**src/hdl/s2rmd_pkg.sv**
```systemverilog
// Types, constants and lookup tables for the scalar two-register-misc decoder.
package s2rmd_pkg;

    typedef enum logic [5:0] {
        MN_SUQADD  = 6'd0,  MN_SQABS   = 6'd1,  MN_SQXTN   = 6'd2,  MN_USQADD  = 6'd3,
        MN_SQNEG   = 6'd4,  MN_SQXTUN  = 6'd5,  MN_UQXTN   = 6'd6,  MN_FCVTNS  = 6'd7,
        MN_FCVTMS  = 6'd8,  MN_FCVTAS  = 6'd9,  MN_SCVTF   = 6'd10, MN_FCMGT   = 6'd11,
        MN_FCMEQ   = 6'd12, MN_FCMLT   = 6'd13, MN_FCVTPS  = 6'd14, MN_FCVTZS  = 6'd15,
        MN_FRECPE  = 6'd16, MN_FRECPX  = 6'd17, MN_CMGT    = 6'd18, MN_CMEQ    = 6'd19,
        MN_CMLT    = 6'd20, MN_ABS     = 6'd21, MN_FCVTNU  = 6'd22, MN_FCVTMU  = 6'd23,
        MN_FCVTAU  = 6'd24, MN_UCVTF   = 6'd25, MN_FCVTXN  = 6'd26, MN_FCMGE   = 6'd27,
        MN_FCMLE   = 6'd28, MN_FCVTPU  = 6'd29, MN_FCVTZU  = 6'd30, MN_FRSQRTE = 6'd31,
        MN_CMGE    = 6'd32, MN_CMLE    = 6'd33, MN_NEG     = 6'd34
    } mnem_t;

    typedef enum logic [1:0] {
        ZERO_NONE  = 2'd0,
        ZERO_INT   = 2'd1,
        ZERO_FLOAT = 2'd2
    } zero_t;

    localparam logic [1:0] WIDTH_32 = 2'd2;
    localparam logic [1:0] WIDTH_64 = 2'd3;
    localparam logic [1:0] SIZE_RESERVED = 2'd3;

    localparam logic [4:0] OPC_SUQADD   = 5'b00011;
    localparam logic [4:0] OPC_SQABS    = 5'b00111;
    localparam logic [4:0] OPC_NO_ZERO  = 5'b01011;
    localparam logic [4:0] OPC_FZERO_LO = 5'b01100;
    localparam logic [4:0] OPC_FZERO_HI = 5'b01110;

    typedef struct packed {
        logic       u;
        logic [1:0] size;
        logic [4:0] opc;
        logic [4:0] rn;
        logic [4:0] rd;
    } fields_t;

    typedef struct packed {
        logic  hit;
        mnem_t id;
    } hit_t;

    typedef struct packed {
        fields_t f;
        hit_t    sat;
        hit_t    sized;
    } lookup_t;

    typedef struct packed {
        logic       illegal;
        mnem_t      id;
        logic [4:0] rd;
        logic [4:0] rn;
        logic [1:0] dw;
        logic [1:0] sw;
        zero_t      zero;
    } result_t;

    // keyed by U:opcode
    function automatic hit_t sat_lookup(input logic [5:0] key);
        hit_t r;
        r.hit = 1'b1;
        r.id  = MN_SUQADD;
        unique case (key) inside
            6'h03:   r.id = MN_SUQADD;
            6'h07:   r.id = MN_SQABS;
            6'h14:   r.id = MN_SQXTN;
            6'h23:   r.id = MN_USQADD;
            6'h27:   r.id = MN_SQNEG;
            6'h32:   r.id = MN_SQXTUN;
            6'h34:   r.id = MN_UQXTN;
            default: r.hit = 1'b0;
        endcase
        return r;
    endfunction

    // keyed by U:size:opcode
    function automatic hit_t size_lookup(input logic [7:0] key);
        hit_t r;
        r.hit = 1'b1;
        r.id  = MN_FCVTNS;
        unique case (key) inside
            8'h1A, 8'h3A: r.id = MN_FCVTNS;
            8'h1B, 8'h3B: r.id = MN_FCVTMS;
            8'h1C, 8'h3C: r.id = MN_FCVTAS;
            8'h1D, 8'h3D: r.id = MN_SCVTF;
            8'h4C, 8'h6C: r.id = MN_FCMGT;
            8'h4D, 8'h6D: r.id = MN_FCMEQ;
            8'h4E, 8'h6E: r.id = MN_FCMLT;
            8'h5A, 8'h7A: r.id = MN_FCVTPS;
            8'h5B, 8'h7B: r.id = MN_FCVTZS;
            8'h5D, 8'h7D: r.id = MN_FRECPE;
            8'h5F, 8'h7F: r.id = MN_FRECPX;
            8'h68:        r.id = MN_CMGT;
            8'h69:        r.id = MN_CMEQ;
            8'h6A:        r.id = MN_CMLT;
            8'h6B:        r.id = MN_ABS;
            8'h9A, 8'hBA: r.id = MN_FCVTNU;
            8'h9B, 8'hBB: r.id = MN_FCVTMU;
            8'h9C, 8'hBC: r.id = MN_FCVTAU;
            8'h9D, 8'hBD: r.id = MN_UCVTF;
            8'hB6:        r.id = MN_FCVTXN;
            8'hCC, 8'hEC: r.id = MN_FCMGE;
            8'hCD, 8'hED: r.id = MN_FCMLE;
            8'hDA, 8'hFA: r.id = MN_FCVTPU;
            8'hDB, 8'hFB: r.id = MN_FCVTZU;
            8'hDD, 8'hFD: r.id = MN_FRSQRTE;
            8'hE8:        r.id = MN_CMGE;
            8'hE9:        r.id = MN_CMLE;
            8'hEB:        r.id = MN_NEG;
            default:      r.hit = 1'b0;
        endcase
        return r;
    endfunction

endpackage

```
**src/hdl/s2rmd_extract.sv**
```systemverilog
// Stage 1: field extraction register.
module s2rmd_extract
    import s2rmd_pkg::*;
(
    input  logic        clk,
    input  logic        rst_n,
    input  logic        valid_in,
    input  logic [31:0] word_in,
    output logic        ready_up,
    input  logic        ready_dn,
    output logic        valid_out,
    output fields_t     data_out
);

    logic    valid_reg;
    fields_t data_reg;
    fields_t data_next;

    assign ready_up = !valid_reg || ready_dn;

    always_comb
    begin
        data_next.u    = word_in[29];
        data_next.size = word_in[23:22];
        data_next.opc  = word_in[16:12];
        data_next.rn   = word_in[9:5];
        data_next.rd   = word_in[4:0];
    end

    always_ff @(posedge clk or negedge rst_n)
    begin
        if (!rst_n)
        begin
            valid_reg <= 1'b0;
        end
        else if (ready_up)
        begin
            valid_reg <= valid_in;
        end
    end

    always_ff @(posedge clk)
    begin
        if (ready_up && valid_in)
        begin
            data_reg <= data_next;
        end
    end

    assign valid_out = valid_reg;
    assign data_out  = data_reg;

endmodule

```
**src/hdl/s2rmd_lookup.sv**
```systemverilog
// Stage 2: mnemonic table lookups.
module s2rmd_lookup
    import s2rmd_pkg::*;
(
    input  logic    clk,
    input  logic    rst_n,
    input  logic    valid_in,
    input  fields_t data_in,
    output logic    ready_up,
    input  logic    ready_dn,
    output logic    valid_out,
    output lookup_t data_out
);

    logic    valid_reg;
    lookup_t data_reg;
    lookup_t data_next;

    assign ready_up = !valid_reg || ready_dn;

    always_comb
    begin
        data_next.f     = data_in;
        data_next.sat   = sat_lookup({data_in.u, data_in.opc});
        data_next.sized = size_lookup({data_in.u, data_in.size, data_in.opc});
    end

    always_ff @(posedge clk or negedge rst_n)
    begin
        if (!rst_n)
        begin
            valid_reg <= 1'b0;
        end
        else if (ready_up)
        begin
            valid_reg <= valid_in;
        end
    end

    always_ff @(posedge clk)
    begin
        if (ready_up && valid_in)
        begin
            data_reg <= data_next;
        end
    end

    assign valid_out = valid_reg;
    assign data_out  = data_reg;

endmodule

```
**src/hdl/s2rmd_format.sv**
```systemverilog
// Stage 3: legality, operand widths and zero operand; output register.
module s2rmd_format
    import s2rmd_pkg::*;
(
    input  logic    clk,
    input  logic    rst_n,
    input  logic    valid_in,
    input  lookup_t data_in,
    output logic    ready_up,
    input  logic    ready_dn,
    output logic    valid_out,
    output result_t data_out
);

    logic    valid_reg;
    result_t data_reg;
    result_t data_next;
    fields_t f;
    logic    same_width;
    logic    has_zero;
    logic    float_zero;
    logic [1:0] wc;

    assign ready_up = !valid_reg || ready_dn;
    assign f        = data_in.f;

    always_comb
    begin
        same_width = (f.opc == OPC_SUQADD) || (f.opc == OPC_SQABS);
        has_zero   = (f.opc != OPC_NO_ZERO) && !f.opc[4];
        float_zero = (f.opc >= OPC_FZERO_LO) && (f.opc <= OPC_FZERO_HI);
        wc         = f.size[0] ? WIDTH_64 : WIDTH_32;

        data_next.illegal = 1'b0;
        data_next.id      = data_in.sat.id;
        data_next.rd      = f.rd;
        data_next.rn      = f.rn;
        data_next.dw      = f.size;
        data_next.sw      = f.size;
        data_next.zero    = ZERO_NONE;

        if (data_in.sat.hit)
        begin
            if (!same_width)
            begin
                data_next.sw = f.size + 2'd1;
            end
            if (!same_width && (f.size == SIZE_RESERVED))
            begin
                data_next.illegal = 1'b1;
            end
        end
        else if (!data_in.sized.hit)
        begin
            data_next.illegal = 1'b1;
        end
        else if (data_in.sized.id == MN_FCVTXN)
        begin
            data_next.id = data_in.sized.id;
            data_next.dw = WIDTH_32;
            data_next.sw = WIDTH_64;
        end
        else
        begin
            data_next.id = data_in.sized.id;
            data_next.dw = wc;
            data_next.sw = wc;
            if (has_zero)
            begin
                data_next.zero = float_zero ? ZERO_FLOAT : ZERO_INT;
            end
        end

        if (data_next.illegal)
        begin
            data_next.id   = MN_SUQADD;
            data_next.rd   = '0;
            data_next.rn   = '0;
            data_next.dw   = '0;
            data_next.sw   = '0;
            data_next.zero = ZERO_NONE;
        end
    end

    always_ff @(posedge clk or negedge rst_n)
    begin
        if (!rst_n)
        begin
            valid_reg <= 1'b0;
        end
        else if (ready_up)
        begin
            valid_reg <= valid_in;
        end
    end

    always_ff @(posedge clk)
    begin
        if (ready_up && valid_in)
        begin
            data_reg <= data_next;
        end
    end

    assign valid_out = valid_reg;
    assign data_out  = data_reg;

endmodule

```
**src/hdl/simd_scalar_two_reg_misc_decoder.sv**
```systemverilog
// Scalar two-register-misc SIMD decoder, top level.
// Pipeline: three registered stages from input transfer to result valid (extract, lookup, format).
// Throughput: one instruction word per cycle; each stage holds under output stall.
// Reset: rst_n asynchronous, active low; clears stage valid bits only.
// No storage beyond the three pipeline registers.
module simd_scalar_two_reg_misc_decoder
    import s2rmd_pkg::*;
(
    input  logic        clk,
    input  logic        rst_n,
    input  logic        in_valid,
    output logic        in_stall,
    input  logic [31:0] insn_word,
    output logic        out_valid,
    input  logic        out_stall,
    output logic        illegal,
    output logic [5:0]  mnemonic_id,
    output logic [4:0]  dest_reg,
    output logic [4:0]  src_reg,
    output logic [1:0]  dest_width_code,
    output logic [1:0]  src_width_code,
    output logic [1:0]  zero_operand
);

    logic    s1_ready;
    logic    s1_valid;
    fields_t s1_data;
    logic    s2_ready;
    logic    s2_valid;
    lookup_t s2_data;
    logic    s3_ready;
    result_t s3_data;

    assign in_stall = !s1_ready;

    s2rmd_extract u_extract
    (
        .clk       (clk),
        .rst_n     (rst_n),
        .valid_in  (in_valid),
        .word_in   (insn_word),
        .ready_up  (s1_ready),
        .ready_dn  (s2_ready),
        .valid_out (s1_valid),
        .data_out  (s1_data)
    );

    s2rmd_lookup u_lookup
    (
        .clk       (clk),
        .rst_n     (rst_n),
        .valid_in  (s1_valid),
        .data_in   (s1_data),
        .ready_up  (s2_ready),
        .ready_dn  (s3_ready),
        .valid_out (s2_valid),
        .data_out  (s2_data)
    );

    s2rmd_format u_format
    (
        .clk       (clk),
        .rst_n     (rst_n),
        .valid_in  (s2_valid),
        .data_in   (s2_data),
        .ready_up  (s3_ready),
        .ready_dn  (!out_stall),
        .valid_out (out_valid),
        .data_out  (s3_data)
    );

    assign illegal         = s3_data.illegal;
    assign mnemonic_id     = s3_data.id;
    assign dest_reg        = s3_data.rd;
    assign src_reg         = s3_data.rn;
    assign dest_width_code = s3_data.dw;
    assign src_width_code  = s3_data.sw;
    assign zero_operand    = s3_data.zero;

endmodule

```
**config.mk**
```make
export PLATFORM = sky130hd
export DESIGN_NAME = simd_scalar_two_reg_misc_decoder
export DESIGN_NICKNAME = d
export VERILOG_FILES = /design/src/hdl/s2rmd_pkg.sv /design/src/hdl/s2rmd_extract.sv /design/src/hdl/s2rmd_lookup.sv /design/src/hdl/s2rmd_format.sv /design/src/hdl/simd_scalar_two_reg_misc_decoder.sv
export SDC_FILE = /design/constraint.sdc
export NUM_CORES = 1
export LEC_CHECK = 0
export BUFFER_PORTS_ARGS = -buffer_cell sky130_fd_sc_hd__buf_2
export CORE_MARGIN = 2
export CORE_UTILIZATION = 55
export CTS_CLUSTER_SIZE = 14
export DETAILED_ROUTE_END_ITERATION = 10
export PLACE_DENSITY = 0.77
export SYNTH_ARGS = -nofsm -noshare
export SYNTH_HDL_FRONTEND = slang
export SYNTH_SLANG_ARGS = --single-unit
```
**constraint.sdc**
```tcl
create_clock -name clk -period 3.5 [get_ports clk]
set_input_delay 0.175 -clock clk [delete_from_list [all_inputs] [get_ports clk]]
set_output_delay 0.175 -clock clk [all_outputs]
set_load 0.03 [all_outputs]
```
==> flow_metrics.tcl <==
set metrics [dict create \
    core_um2 5540 \
    firstDrtPassIters 4 \
    hold_depth 1 \
    finish.utilization_pct 66.1 \
    ir_drop_uv 266 \
    cts-htree-levels 3 \
    syn_nets 279 \
    cp_slowest_cell "edfxtp_1" \
    slew_headroom_pct 20.6 \
    cts_buffers 9 \
    postCtsSetupRepairBufs 0 \
    grt_pass1_vias 1841 \
    yosysWarnings 0 \
    max_freq_mhz 423 \
    cp_num_buf_inv 0 \
    cp_num_cells 5 \
    initial_core_util_pct 57.1 \
    track_usage_pct 17.4 \
    ys_types 54 \
    final_hold_viol_count 0 \
    routed_via_density 5.50 \
    pre_cts_ws_ns 1.20 \
    wl_um 5300 \
    r2r_cells 5 \
    antenna_found_initial 0 \
    grt_max_degree 29 \
    grt_pass1_wl_um 8270 \
    num_antenna_cells 0 \
    finalCriticalPeriod_ns 2.37 \
    status "finished clean" \
    layout_common_cells "edfxtp_1, buf_2, nand2_1, nor2b_1, a21oi_1" \
    use_met1_pct 21.9 \
    gp_congestion 0.902 \
    maxCapViolations 0 \
    synth_top_family_by_area "simple AND/OR/NAND/NOR gates" \
    detail_route.wl_per_cell_um 14.3 \
    synthAdderAreaFrac_pct 0.395 \
    cts_root_buf "clkbuf_8" \
    start_kind "flip-flop" \
    drt_iter0_drc 92 \
    fp-row-count 27 \
    synthMuxAreaShare_pct 0.949 \
    path_delay_family "simple AND/OR/NAND/NOR gates" \
    yosys.area.top_type "edfxtp_1" \
    drc_errors 0 \
    grt_busiest_layer "met2" \
    synth_simple_gate_area_share_pct 16.4 \
    synth_compound_area_share_pct 10.5 \
    final_common_cell "edfxtp_1" \
    ios 61 \
    drv_slew 0 \
    path_cells "and2b_1 -> nand2_1 -> nor2_1 -> o2bb2ai_1 -> or4_1" \
    cts_sinks 72 \
    die-area_um2 6380 \
    finalClockSkew_ns 0.00849 \
    async_reset_ff_share_pct 4.17 \
    gr-usage-met3_pct 4.86 \
    clk_latency_ns 0.33 \
    hpwl_um 3490 \
    cts_max_path_buffers 2 \
    r2r_slack_ns 1.13 \
    overflow 0 \
    setup_tns_ns 0 \
    synth_top_area_share_pct 65.5 \
    drive_gt1_share_pct 22.1 \
    portBuffers 46 \
    end_kind "flip-flop" \
    worstPathArrival_ns 2.44 \
    p_leak_nw 1.35 \
    path_clk_slew_ns 0.07 \
    p_per_area_nw_per_um2 521 \
    crit_type "reg -> reg" \
    synthTopCellsByArea "edfxtp_1, nand2_1, nor2b_1" \
    hp-class "in -> reg" \
    dp.cells 345 \
    fp.dieW_um 79.9 \
    ys_seq_area_share_pct 67.9 \
    rsz0062_at_grt "false" \
    use_met2_pct 27.9 \
    critPathRequiredTime_ns 3.57 \
    die_h_um 79.9 \
    finalSetupViolCount 0 \
    synth.avg_cell_area_um2 13.1 \
    worst_path_largest_cell_delay_ns 0.81 \
    ant_nets 0 \
    netlist_instances 242 \
    tritoncts "built" \
    cp_max_fo 21 \
    synth-edff-count 69 \
    netlist_area_um2 3160 \
    fin_crit_sh_pct 67.6 \
    synthFlopType "edfxtp_1" \
    whs_ns 0.00979 \
    ys_ff_latch 72 \
    stdcell_count 370 \
    nNetsFinal 330 \
    tightest_slew_ns 1.19 \
    vias 2036 \
    synthXorXnorAreaFrac_pct 0.830 \
    layout_setup_ws_ns 1.13 \
    areaGrowthSynthToFinish_pct 15.8 \
]
==> synthesized netlist by cell type (2+ instances only) <==
library cell and number:
dfrtp_1 3, clkbuf_1 7, nor4b_1 2, and3_1 2, o22ai_1 4, a2111oi_0 2, o21ai_0 7, xnor2_1 2
inv_1 5, nor3_1 5, nor2_1 12, nand3_1 4, nor4_1 3, nand2_1 26, a21oi_1 14, buf_2 4
mux2i_1 3, nand4b_1 2, and2_1 5, a22oi_1 3, buf_4 2, edfxtp_1 69, nor2b_1 15, o311ai_1 2
nand4_1 4, a22o_1 2, nand2b_1 6
==> logic make-up after synthesis <==
logic type	count (synthesis)
simple gates	95
flops	72
compound gates	48
buf+inv	20
xor+xnor	3
mux	3
fa+ha+maj	1
==> flip-flops by register name, indices dropped and copies added, names as in the netlist <==
name and cells:
u_extract.data_out 18, u_extract.valid_out 1, u_format.data_out 23, u_format.valid_out 1, u_lookup.data_out 28, u_lookup.valid_out 1
==> where the power goes <==
part | total (W) | internal (W) | switching (W) | leakage, nW
Clock | 0.000541 | 0.000253 | 0.000288 | 0.0839
Sequential | 0.00111 | 0.00105 | 0.0000540 | 0.704
Combinational | 0.000264 | 0.0000889 | 0.000176 | 0.558
==> final timing paths <==
kind / start / endpoint
setup / recovery: u_extract.data_out[12]$_DFFE_PP_ / u_lookup.data_out[6]$_DFFE_PP_
hold / removal: insn_word[22] / u_extract.data_out[15]$_DFFE_PP_
setup reg to reg: u_extract.data_out[12]$_DFFE_PP_ / u_lookup.data_out[6]$_DFFE_PP_
hold reg to reg: u_extract.data_out[7]$_DFFE_PP_ / u_lookup.data_out[21]$_DFFE_PP_
max in group asynchronous: rst_n / u_format.valid_out$_DFFE_PN0P_
min in group asynchronous: rst_n / u_lookup.valid_out$_DFFE_PN0P_
==> area by class of cell <==
cell class	instances	area [um2]
Sequential cell	72	2150
Multi-Input combinational cell	150	926
Timing Repair Buffer	55	320
Inverter	5	18.8
Clock inverter	6	35.0
Tap cell	72	90.1
Clock buffer	10	128
Fill cell	414	1880
==> what timing repair did <==
item,CTS,global route
endpoints found under the hold margin,5,6
resized for setup,0,0
hold buffers,3,6
==> stage by stage <==
stage                     instance area [um2]  total power, W
after floorplan                          3160         0.00131
after detailed placement                 3410         0.00138
after global placement                   3410         0.00137
after CTS                                3600         0.00192
after global routing                     3660         0.00199
final                                    3660         0.00191
==> routing by layer <==
metal  wire, um  part of all wire (%)  up-vias
met4        103                   1.9        0
met3        321                   6.1       10
li1           -                     -     1013
met1       2270                    43      937
met5          0                     0        -
met2       2600                    49       76
No activity file was read; power rests on OpenSTA's default activity.
